### config.mk
export PLATFORM = sky130hd
export DESIGN_NAME = spanning_tree_route_walk
export DESIGN_NICKNAME = d
export VERILOG_FILES = /design/src/stw_pkg.sv /design/src/stw_ram.sv /design/src/spanning_tree_route_walk.sv
export SDC_FILE = /design/constraint.sdc
export NUM_CORES = 2
export LEC_CHECK = 0
export ABC_AREA = 1
export BUFFER_PORTS_ARGS = -buffer_cell sky130_fd_sc_hd__buf_2
export CAP_MARGIN = 20
export CORE_MARGIN = 2
export CORE_UTILIZATION = 30
export DETAILED_ROUTE_END_ITERATION = 12
export SYNTH_ARGS = -nofsm -noshare
export SYNTH_HDL_FRONTEND = slang
export SYNTH_HIERARCHICAL = 1
export SYNTH_SLANG_ARGS = --single-unit
### constraint.sdc
create_clock -name clk_i -period 7.2 [get_ports clk_i]
set_clock_uncertainty 0.05 [all_clocks]
set_input_delay 0.72 -clock clk_i [delete_from_list [all_inputs] [get_ports clk_i]]
set_output_delay 0.72 -clock clk_i [all_outputs]
set_load 0.02 [all_outputs]
### src/stw_pkg.sv
// ----------------------------------------------------------------------------
// stw_pkg
// Shared constants and codes for the spanning tree route walk.
// ----------------------------------------------------------------------------
package stw_pkg;

  localparam int MAX_NODES   = 32;
  localparam int ROUTE_SLOTS = 64;

  localparam int NODE_W  = $clog2(MAX_NODES);
  localparam int SLOT_W  = $clog2(ROUTE_SLOTS);
  localparam int CNT_W   = $clog2(ROUTE_SLOTS + 1);
  localparam int NCNT_W  = $clog2(MAX_NODES + 1);
  localparam int WGT_W   = 16;
  localparam int HOP_W   = 2 * NODE_W;
  localparam int FRAME_W = 2 * NODE_W + NCNT_W;

  localparam int IN_DATA_W  = 32;
  localparam int OUT_DATA_W = 24;

  // walk status codes
  localparam logic [1:0] STATUS_OK    = 2'd0;
  localparam logic [1:0] STATUS_FULL  = 2'd1;
  localparam logic [1:0] STATUS_SPLIT = 2'd2;

  // input opcodes
  localparam logic OP_WRITE = 1'b0;
  localparam logic OP_START = 1'b1;

endpackage

### src/stw_ram.sv
// ----------------------------------------------------------------------------
// stw_ram
// Generic single-write, single-read RAM with a registered read port.
// ----------------------------------------------------------------------------
module stw_ram #(
  parameter int WIDTH = 8,
  parameter int DEPTH = 32
) (
  input  logic                     clk_i,
  input  logic                     we_i,
  input  logic [$clog2(DEPTH)-1:0] waddr_i,
  input  logic [WIDTH-1:0]         wdata_i,
  input  logic [$clog2(DEPTH)-1:0] raddr_i,
  output logic [WIDTH-1:0]         rdata_o
);

  logic [WIDTH-1:0] mem_q [DEPTH];

  // write and registered read
  always_ff @(posedge clk_i) begin
    if (we_i) begin
      mem_q[waddr_i] <= wdata_i;
    end
    rdata_o <= mem_q[raddr_i];
  end

endmodule

### src/spanning_tree_route_walk.sv
// ----------------------------------------------------------------------------
// spanning_tree_route_walk
// Edge matrix store with a depth-first route walk and route list readout.
// ----------------------------------------------------------------------------
// channel   direction  contents
// s_axis    in         tuser opcode; tdata row, col, weight
// m_axis    out        tuser route_valid; tdata hop fields; tlast end_of_list
// cfg       in         node_count, written with cfg_wr_en_i
//
// A weight write reads the edge row, then merges the edge bit and writes the
// row back.
// A start item scans every row for pending nodes, then walks the tree one
// matrix column at a time per tree node, loading a row on each descent and
// reloading the parent frame on each return, then emits the route items.
// Reset clears only control and per-row valid bits; rows never written read
// as no edges. A stalled output holds the block; no item is taken meanwhile.
// ----------------------------------------------------------------------------
module spanning_tree_route_walk (
  input  logic        clk_i,
  input  logic        rst_ni,
  input  logic        cfg_wr_en_i,
  input  logic [5:0]  cfg_wr_data_i,
  input  logic        s_axis_tvalid,
  output logic        s_axis_tready,
  input  logic        s_axis_tuser,   // opcode
  input  logic [31:0] s_axis_tdata,   // row_node, col_node, edge_weight, zero pad
  output logic        m_axis_tvalid,
  input  logic        m_axis_tready,
  output logic        m_axis_tuser,   // route_valid
  output logic [23:0] m_axis_tdata,   // route_index, route_source,
                                      // route_destination, is_last_round_trip,
                                      // walk_status, zero pad
  output logic        m_axis_tlast    // end_of_list
);

  localparam int NW = stw_pkg::NODE_W;
  localparam int SW = stw_pkg::SLOT_W;
  localparam int CW = stw_pkg::CNT_W;
  localparam int KW = stw_pkg::NCNT_W;
  localparam int MN = stw_pkg::MAX_NODES;

  typedef enum logic [3:0] {
    ST_IDLE, ST_WR_MOD, ST_PEND_RD, ST_PEND_ACC, ST_LOAD, ST_SCAN,
    ST_RET, ST_POP, ST_EM_RD, ST_EM_LD, ST_EM_WAIT
  } state_e;

  state_e state_q, state_d;

  logic [5:0]    cfg_q, cfg_d;
  logic [NW-1:0] wr_row_q, wr_row_d, wr_col_q, wr_col_d;
  logic          wr_pos_q, wr_pos_d;
  logic [MN-1:0] row_vld_q, row_vld_d;
  logic [NW-1:0] erow_q, erow_d;
  logic [MN-1:0] pend_q, pend_d;
  logic [KW-1:0] scan_q, scan_d;
  logic [NW-1:0] here_q, here_d, from_q, from_d;
  logic [KW-1:0] jidx_q, jidx_d, depth_q, depth_d;
  logic [MN-1:0] row_q, row_d;
  logic [CW-1:0] cnt_q, cnt_d;
  logic [MN-1:0] seen_q, seen_d;
  logic [SW-1:0] last_q, last_d, k_q, k_d;
  logic [1:0]    status_q, status_d;
  logic          m_valid_q, m_valid_d, m_user_q, m_user_d, m_last_q, m_last_d;
  logic [23:0]   m_data_q, m_data_d;

  // memory ports
  logic                          edge_we;
  logic [NW-1:0]                 edge_waddr, edge_raddr;
  logic [MN-1:0]                 edge_wdata, edge_rdata, edge_row;
  logic                          route_we;
  logic [SW-1:0]                 route_waddr, route_raddr;
  logic [stw_pkg::HOP_W-1:0]     route_wdata, route_rdata;
  logic                          stk_we;
  logic [NW-1:0]                 stk_waddr, stk_raddr;
  logic [stw_pkg::FRAME_W-1:0]   stk_wdata, stk_rdata;

  // hop push request
  logic          push_en;
  logic [NW-1:0] push_src, push_dst;

  logic [KW-1:0] n_act;
  logic [NW-1:0] jn;
  logic          room, cand;
  logic [CW-1:0] k_next;

  assign n_act    = (cfg_q > 6'(MN)) ? KW'(MN) : KW'(cfg_q);
  assign jn       = jidx_q[NW-1:0];
  assign room     = cnt_q < CW'(stw_pkg::ROUTE_SLOTS);
  assign cand     = row_q[jn] && pend_q[jn] && ((depth_q == '0) || (jn != from_q));
  assign edge_row = row_vld_q[erow_q] ? edge_rdata : '0;
  assign k_next   = CW'(k_q) + CW'(1);

  assign s_axis_tready = (state_q == ST_IDLE);
  assign m_axis_tvalid = m_valid_q;
  assign m_axis_tuser  = m_user_q;
  assign m_axis_tdata  = m_data_q;
  assign m_axis_tlast  = m_last_q;

  stw_ram #(.WIDTH(MN), .DEPTH(MN)) u_edge_ram (
    .clk_i   (clk_i),
    .we_i    (edge_we),
    .waddr_i (edge_waddr),
    .wdata_i (edge_wdata),
    .raddr_i (edge_raddr),
    .rdata_o (edge_rdata)
  );

  stw_ram #(.WIDTH(stw_pkg::HOP_W), .DEPTH(stw_pkg::ROUTE_SLOTS)) u_route_ram (
    .clk_i   (clk_i),
    .we_i    (route_we),
    .waddr_i (route_waddr),
    .wdata_i (route_wdata),
    .raddr_i (route_raddr),
    .rdata_o (route_rdata)
  );

  stw_ram #(.WIDTH(stw_pkg::FRAME_W), .DEPTH(MN)) u_stack_ram (
    .clk_i   (clk_i),
    .we_i    (stk_we),
    .waddr_i (stk_waddr),
    .wdata_i (stk_wdata),
    .raddr_i (stk_raddr),
    .rdata_o (stk_rdata)
  );

  // next state and datapath
  always_comb begin
    state_d   = state_q;
    cfg_d     = cfg_wr_en_i ? cfg_wr_data_i : cfg_q;
    wr_row_d  = wr_row_q;
    wr_col_d  = wr_col_q;
    wr_pos_d  = wr_pos_q;
    row_vld_d = row_vld_q;
    erow_d    = erow_q;
    pend_d    = pend_q;
    scan_d    = scan_q;
    here_d    = here_q;
    from_d    = from_q;
    jidx_d    = jidx_q;
    depth_d   = depth_q;
    row_d     = row_q;
    cnt_d     = cnt_q;
    seen_d    = seen_q;
    last_d    = last_q;
    k_d       = k_q;
    status_d  = status_q;
    m_valid_d = m_valid_q;
    m_user_d  = m_user_q;
    m_last_d  = m_last_q;
    m_data_d  = m_data_q;

    edge_we     = 1'b0;
    edge_waddr  = wr_row_q;
    edge_wdata  = edge_row;
    edge_raddr  = erow_q;
    route_raddr = k_q;
    stk_we      = 1'b0;
    stk_waddr   = depth_q[NW-1:0];
    stk_wdata   = {here_q, from_q, jidx_q + KW'(1)};
    stk_raddr   = NW'(depth_q - KW'(1));
    push_en     = 1'b0;
    push_src    = here_q;
    push_dst    = jn;

    unique case (state_q)
      ST_IDLE: begin
        if (s_axis_tvalid) begin
          if (s_axis_tuser == stw_pkg::OP_WRITE) begin
            wr_row_d   = s_axis_tdata[4:0];
            wr_col_d   = s_axis_tdata[9:5];
            wr_pos_d   = ($signed(s_axis_tdata[25:10]) > $signed(16'sd0));
            edge_raddr = s_axis_tdata[4:0];
            erow_d     = s_axis_tdata[4:0];
            state_d    = ST_WR_MOD;
          end else begin
            pend_d  = '0;
            scan_d  = '0;
            state_d = ST_PEND_RD;
          end
        end
      end
      // merge the edge bit into its row
      ST_WR_MOD: begin
        edge_we              = 1'b1;
        edge_wdata           = edge_row;
        edge_wdata[wr_col_q] = wr_pos_q;
        row_vld_d[wr_row_q]  = 1'b1;
        state_d              = ST_IDLE;
      end
      ST_PEND_RD: begin
        edge_raddr = scan_q[NW-1:0];
        erow_d     = scan_q[NW-1:0];
        state_d    = ST_PEND_ACC;
      end
      // collect every node with an incoming edge, then open the root frame
      ST_PEND_ACC: begin
        pend_d = pend_q | edge_row;
        scan_d = scan_q + KW'(1);
        if (scan_q == KW'(MN - 1)) begin
          here_d     = '0;
          from_d     = '0;
          jidx_d     = '0;
          depth_d    = '0;
          cnt_d      = '0;
          seen_d     = '0;
          last_d     = '0;
          edge_raddr = '0;
          erow_d     = '0;
          state_d    = ST_LOAD;
        end else begin
          state_d = ST_PEND_RD;
        end
      end
      ST_LOAD: begin
        row_d   = edge_row;
        state_d = ST_SCAN;
      end
      // one column per cycle of the current frame
      ST_SCAN: begin
        if ((jidx_q >= n_act) || !room) begin
          if (depth_q == '0) begin
            status_d = (pend_q != '0) ? stw_pkg::STATUS_SPLIT : stw_pkg::STATUS_OK;
            k_d      = '0;
            if (cnt_q == '0) begin
              m_valid_d = 1'b1;
              m_user_d  = 1'b0;
              m_last_d  = 1'b1;
              m_data_d  = {5'd0,
                           ((pend_q != '0) ? stw_pkg::STATUS_SPLIT : stw_pkg::STATUS_OK),
                           17'd0};
              state_d   = ST_EM_WAIT;
            end else begin
              state_d = ST_EM_RD;
            end
          end else begin
            push_en  = room;
            push_src = here_q;
            push_dst = from_q;
            state_d  = ST_POP;
          end
        end else if (cand) begin
          push_en           = 1'b1;
          pend_d[here_q]    = 1'b0;
          pend_d[jn]        = 1'b0;
          if (depth_q + KW'(1) > n_act) begin
            state_d = ST_RET;
          end else begin
            stk_we     = 1'b1;
            here_d     = jn;
            from_d     = here_q;
            jidx_d     = '0;
            depth_d    = depth_q + KW'(1);
            edge_raddr = jn;
            erow_d     = jn;
            state_d    = ST_LOAD;
          end
        end else begin
          jidx_d = jidx_q + KW'(1);
        end
      end
      // return hop of a child beyond the depth limit
      ST_RET: begin
        push_en  = room;
        push_src = jn;
        push_dst = here_q;
        jidx_d   = jidx_q + KW'(1);
        state_d  = ST_SCAN;
      end
      // restore the parent frame
      ST_POP: begin
        here_d     = stk_rdata[stw_pkg::FRAME_W-1 -: NW];
        from_d     = stk_rdata[KW +: NW];
        jidx_d     = stk_rdata[KW-1:0];
        depth_d    = depth_q - KW'(1);
        edge_raddr = stk_rdata[stw_pkg::FRAME_W-1 -: NW];
        erow_d     = stk_rdata[stw_pkg::FRAME_W-1 -: NW];
        state_d    = ST_LOAD;
      end
      ST_EM_RD: begin
        state_d = ST_EM_LD;
      end
      ST_EM_LD: begin
        m_valid_d = 1'b1;
        m_user_d  = 1'b1;
        m_last_d  = (k_next == cnt_q);
        m_data_d  = {5'd0,
                     ((k_next == cnt_q) ? status_q : stw_pkg::STATUS_OK),
                     (k_q == last_q),
                     route_rdata[NW-1:0],
                     route_rdata[stw_pkg::HOP_W-1 -: NW],
                     k_q};
        state_d   = ST_EM_WAIT;
      end
      ST_EM_WAIT: begin
        if (m_axis_tready) begin
          m_valid_d = 1'b0;
          k_d       = k_next[SW-1:0];
          state_d   = m_last_q ? ST_IDLE : ST_EM_RD;
        end
      end
      default: state_d = ST_IDLE;
    endcase

    // record one hop and track the latest first visit
    if (push_en) begin
      cnt_d = cnt_q + CW'(1);
      if ((push_dst != '0) && !seen_q[push_dst]) begin
        seen_d[push_dst] = 1'b1;
        last_d           = cnt_q[SW-1:0];
      end
    end
  end

  assign route_we    = push_en;
  assign route_waddr = cnt_q[SW-1:0];
  assign route_wdata = {push_src, push_dst};

  // state and registered outputs
  always_ff @(posedge clk_i or negedge rst_ni) begin
    if (!rst_ni) begin
      state_q   <= ST_IDLE;
      cfg_q     <= '0;
      row_vld_q <= '0;
      pend_q    <= '0;
      cnt_q     <= '0;
      last_q    <= '0;
      m_valid_q <= 1'b0;
      depth_q   <= '0;
      k_q       <= '0;
    end else begin
      state_q   <= state_d;
      cfg_q     <= cfg_d;
      row_vld_q <= row_vld_d;
      pend_q    <= pend_d;
      cnt_q     <= cnt_d;
      last_q    <= last_d;
      m_valid_q <= m_valid_d;
      depth_q   <= depth_d;
      k_q       <= k_d;
    end
  end

  always_ff @(posedge clk_i) begin
    wr_row_q <= wr_row_d;
    wr_col_q <= wr_col_d;
    wr_pos_q <= wr_pos_d;
    erow_q   <= erow_d;
    scan_q   <= scan_d;
    here_q   <= here_d;
    from_q   <= from_d;
    jidx_q   <= jidx_d;
    row_q    <= row_d;
    seen_q   <= seen_d;
    status_q <= status_d;
    m_user_q <= m_user_d;
    m_last_q <= m_last_d;
    m_data_q <= m_data_d;
  end

  a_cnt_bound: assert property (@(posedge clk_i) disable iff (!rst_ni)
    cnt_q <= CW'(stw_pkg::ROUTE_SLOTS))
    else $error("route count beyond list size");

  a_ready_excl: assert property (@(posedge clk_i) disable iff (!rst_ni)
    s_axis_tready |-> !m_valid_q)
    else $error("input taken while a result waits");

  a_depth_bound: assert property (@(posedge clk_i) disable iff (!rst_ni)
    (state_q == ST_SCAN) |-> (depth_q <= n_act))
    else $error("walk deeper than node limit");

  a_push_room: assert property (@(posedge clk_i) disable iff (!rst_ni)
    push_en |-> room)
    else $error("hop pushed into a full list");

endmodule
==> results.sh <==
export IMPL_status="finished, final reports clean"
export IMPL_clk_pin_slew_worst_paths_ns=0.06
export IMPL_cts_max_level=4
export IMPL_num_io_pins=72
export IMPL_tightest_slew_ns=1.17
export IMPL_ys_seq_area_frac=0.700
export IMPL_max_cap_violations=0
export IMPL_yosys_area_top_type="edfxtp_1"
export IMPL_synth_area_leaders="edfxtp_1 (66%), nand2_1 (13%), nand3_1 (8.7%), dfrtp_1 (2.4%), dfxtp_1 (1.8%)"
export IMPL_wirelength_mm=276
export IMPL_cts_buffer_depth=4
export IMPL_synthCells=9345
export IMPL_grt_pass1_wl_mm=408
export IMPL_syn_area_sq_um=103000
export IMPL_grt_pass1_vias=63700
export IMPL_cts_root_buf="clkbuf_16"
export IMPL_finalSetupViolations=0
export IMPL_synth_top_area_share=0.657
export IMPL_die_area_sq_um=349000
export IMPL_wl_per_cell_um=19.5
export IMPL_grt_setup_unrepaired="no"
export IMPL_final_util=0.339
export IMPL_power_leakage_nw=42.6
export IMPL_vias_per_cell=4.86
export IMPL_synth_common_cells="nand2_1 (3497), edfxtp_1 (2262), nand3_1 (1796)"
export IMPL_post_cts_buffers=0
export IMPL_detailed_place_hpwl_mm=147
export IMPL_fp_coreArea_sq_um=343000
export IMPL_path_class="reg2reg"
export IMPL_p_per_area_nw_per_um2=430
export IMPL_fp_row_count=215
export IMPL_start_util=0.301
export IMPL_finalMaxSlewViolations=0
export IMPL_insertion_delay_ns=0.93
export IMPL_avgSynthCellArea_sq_um=11.1
export IMPL_grt_use_total=0.153
export IMPL_hold_class="in2reg"
export IMPL_cts_buffers=244
export IMPL_io_buffer_count=59
export IMPL_areaGrowthSynthToFinish_pct=12.5
export IMPL_first_iter_violations=7279
export IMPL_slew_headroom=0.216
export IMPL_yosysUniqueCellTypes=58
export IMPL_drive_gt1_frac=0.0792
export IMPL_endpoint_kind="register"
export IMPL_fin_crit_ns=5.42
export IMPL_arrival_ns=6.22
export IMPL_drtPass1Iterations=5
export IMPL_die_y_um=591
export IMPL_cp_data_required_time_ns=8.00
export IMPL_crit_fanout=204
export IMPL_hold_viol=0
export IMPL_final_net_count=9413
export IMPL_grt_max_degree=205
export IMPL_cts_sinks=2457
export IMPL_synthMostInstantiatedCell="nand2_1"
export IMPL_async_flop_share=0.0407
export IMPL_synthFlopType="edfxtp_1"
export IMPL_antenna_left=0
export IMPL_cts_tree="built"
export IMPL_drcViolationCount=0
export IMPL_clock_fmax_ghz=0.185
export IMPL_place_gp_congestion=0.824
export IMPL_die_x_um=591
export IMPL_fin_crit_sh=0.753
export IMPL_via_count=68600
export IMPL_grt_ovfl_total=0
export IMPL_synth_edff_count=2262
export IMPL_peakVddDrop_mv=0.738
export IMPL_antenna_found_initial=11
export IMPL_critPathLaunchType="register"
export IMPL_timing_setup_tns_ns=0
export IMPL_yosys_warnings=6
export IMPL_ys_ff_latch=2457
==> report_power, final <==
group / switching, mW / total, mW / internal [mW]
Combinational: 14.3 / 19.2 / 4.94
Sequential: 0.428 / 18.3 / 17.9
Clock: 5.34 / 12.4 / 7.10
==> sequential cells by signal (all words and copies together), names as in the netlist, 5 cells and up <==
signal,flops
scan_q,6
edge_waddr,5
u_route_ram/rdata_o,10
jidx_q,6
depth_q,6
u_stack_ram/rdata_o,16
last_q,6
from_q,5
wr_col_q,5
cfg_q,6
m_axis_tdata,18
u_edge_ram/rdata_o,32
u_edge_ram/mem_q,1024
pend_q,32
seen_q,32
u_route_ram/mem_q,640
row_q,32
k_q,6
cnt_q,7
erow_q,5
u_stack_ram/mem_q,512
here_q,5
row_vld_q,32
==> cells in the final DEF (no fill, tap or decap), types with 7 or more instances in the layout <==
cell type,instances
nor3_1,34
dfxtp_1,95
xor2_1,22
buf_4,197
o21bai_1,24
o21ai_0,145
inv_2,13
edfxtp_1,2262
buf_12,16
a21oi_2,32
clkbuf_1,69
buf_8,7
inv_6,7
clkbuf_16,248
nand3_1,1796
dlygate4sd3_1,12
nor4_2,8
nand2_1,3497
buf_2,58
clkinv_1,47
bufinv_16,16
ha_1,22
nor2_2,8
clkinv_2,33
a21oi_1,58
nand4_1,58
clkinvlp_4,9
nand2_4,7
xnor2_1,7
clkbuf_8,22
dfrtp_1,97
nor4_1,13
nor2_4,34
o211ai_1,14
o22ai_1,7
inv_1,215
nor2_1,261
==> layer usage <==
metal  share of wire  track usage
met5               0            0
met4           0.031       0.0488
met3           0.076       0.0218
met2            0.46        0.243
met1            0.43        0.215
==> critical path, cell delays in order (launching register included) <==
cell and delay [ns]:
dfrtp_1 0.53, inv_8 0.50, ha_1 0.40, ha_1 0.31, nand2_1 0.08, o21ai_0 0.07, a21oi_1 0.13, nor2_1 0.05
o32ai_1 0.16, buf_4 0.22, nand2_1 0.21, a21oi_1 0.17, o21ai_0 0.17, o2111ai_4 0.23, buf_4 0.37, buf_12 0.68
nand2_1 0.11, nand3_1 0.12, nand3_1 0.11, nand2_1 0.11, nand2_1 0.05, nand2_1 0.17, nand2_1 0.12, nand2_1 0.09
==> kinds of logic (layout without fill, tap and decap cells) <==
family                   after synthesis  in the layout  synth area share
AO/OA/AOI/OAI                        313            313            0.0171
AND/OR/NAND/NOR                     5731           5731             0.234
other                                  1             10         0.0000363
adder cells (fa/ha/maj)               22             22           0.00266
XOR/XNOR                              31             31           0.00263
flip-flops                          2457           2457             0.700
buffers and inverters                787            983            0.0439
multiplexers                           3              3          0.000327
==> metrics by stage <==
step / hold WS (ns) / cells / area [sq um] / worst slack (ns) / power, mW
6_report: 0.0638 / 14100 / 116000 / 1.78 / 50.0
5_1_grt: 0.0350 / 14100 / 116000 / 1.39 / 52.7
4_1_cts: 0.00362 / 14100 / 116000 / 1.84 / 50.1
3_5_place_dp: 0.389 / 13600 / 108000 / 1.80 / 37.7
3_3_place_gp: 0.379 / 13600 / 108000 / 1.82 / 37.5
2_1_floorplan: 0.366 / 9350 / 103000 / 2.89 / 31.7
==> path summary, 6_finish.rpt <==
| path | slack, ns | to | start | cells after the start |
|---|---|---|---|---|
| setup reg to reg | 1.78 | u_edge_ram/rdata_o[19] | depth_q[0] | 23 |
| max in group asynchronous | 5.36 | pend_q[19] | rst_ni | 3 |
| min in group asynchronous | 0.29 | k_q[1] | rst_ni | 2 |
| setup / recovery | 1.78 | u_edge_ram/rdata_o[19] | depth_q[0] | 23 |
| hold reg to reg | 0.40 | seen_q[31] | seen_q[31] | 2 |
| hold / removal | 0.06 | cfg_q[4] | cfg_wr_data_i[4] | 2 |
==> what timing repair did <==
item	4_1_cts	5_1_grt
resized for setup	0	0
hold endpoints to repair	42	0
hold buffers	12	0
==> final cells by class <==
| type | instances | area, sq um |
|---|---|---|
| Clock inverter | 106 | 961 |
| Inverter | 244 | 976 |
| Fill cell | 33700 | 227000 |
| Antenna cell | 4 | 10.0 |
| Clock buffer | 339 | 6770 |
| Multi-Input combinational cell | 6106 | 27100 |
| Tap cell | 4557 | 5700 |
| Sequential cell | 2457 | 72300 |
| Timing Repair Buffer | 294 | 2410 |
No activity file was read; power rests on OpenSTA's default activity.
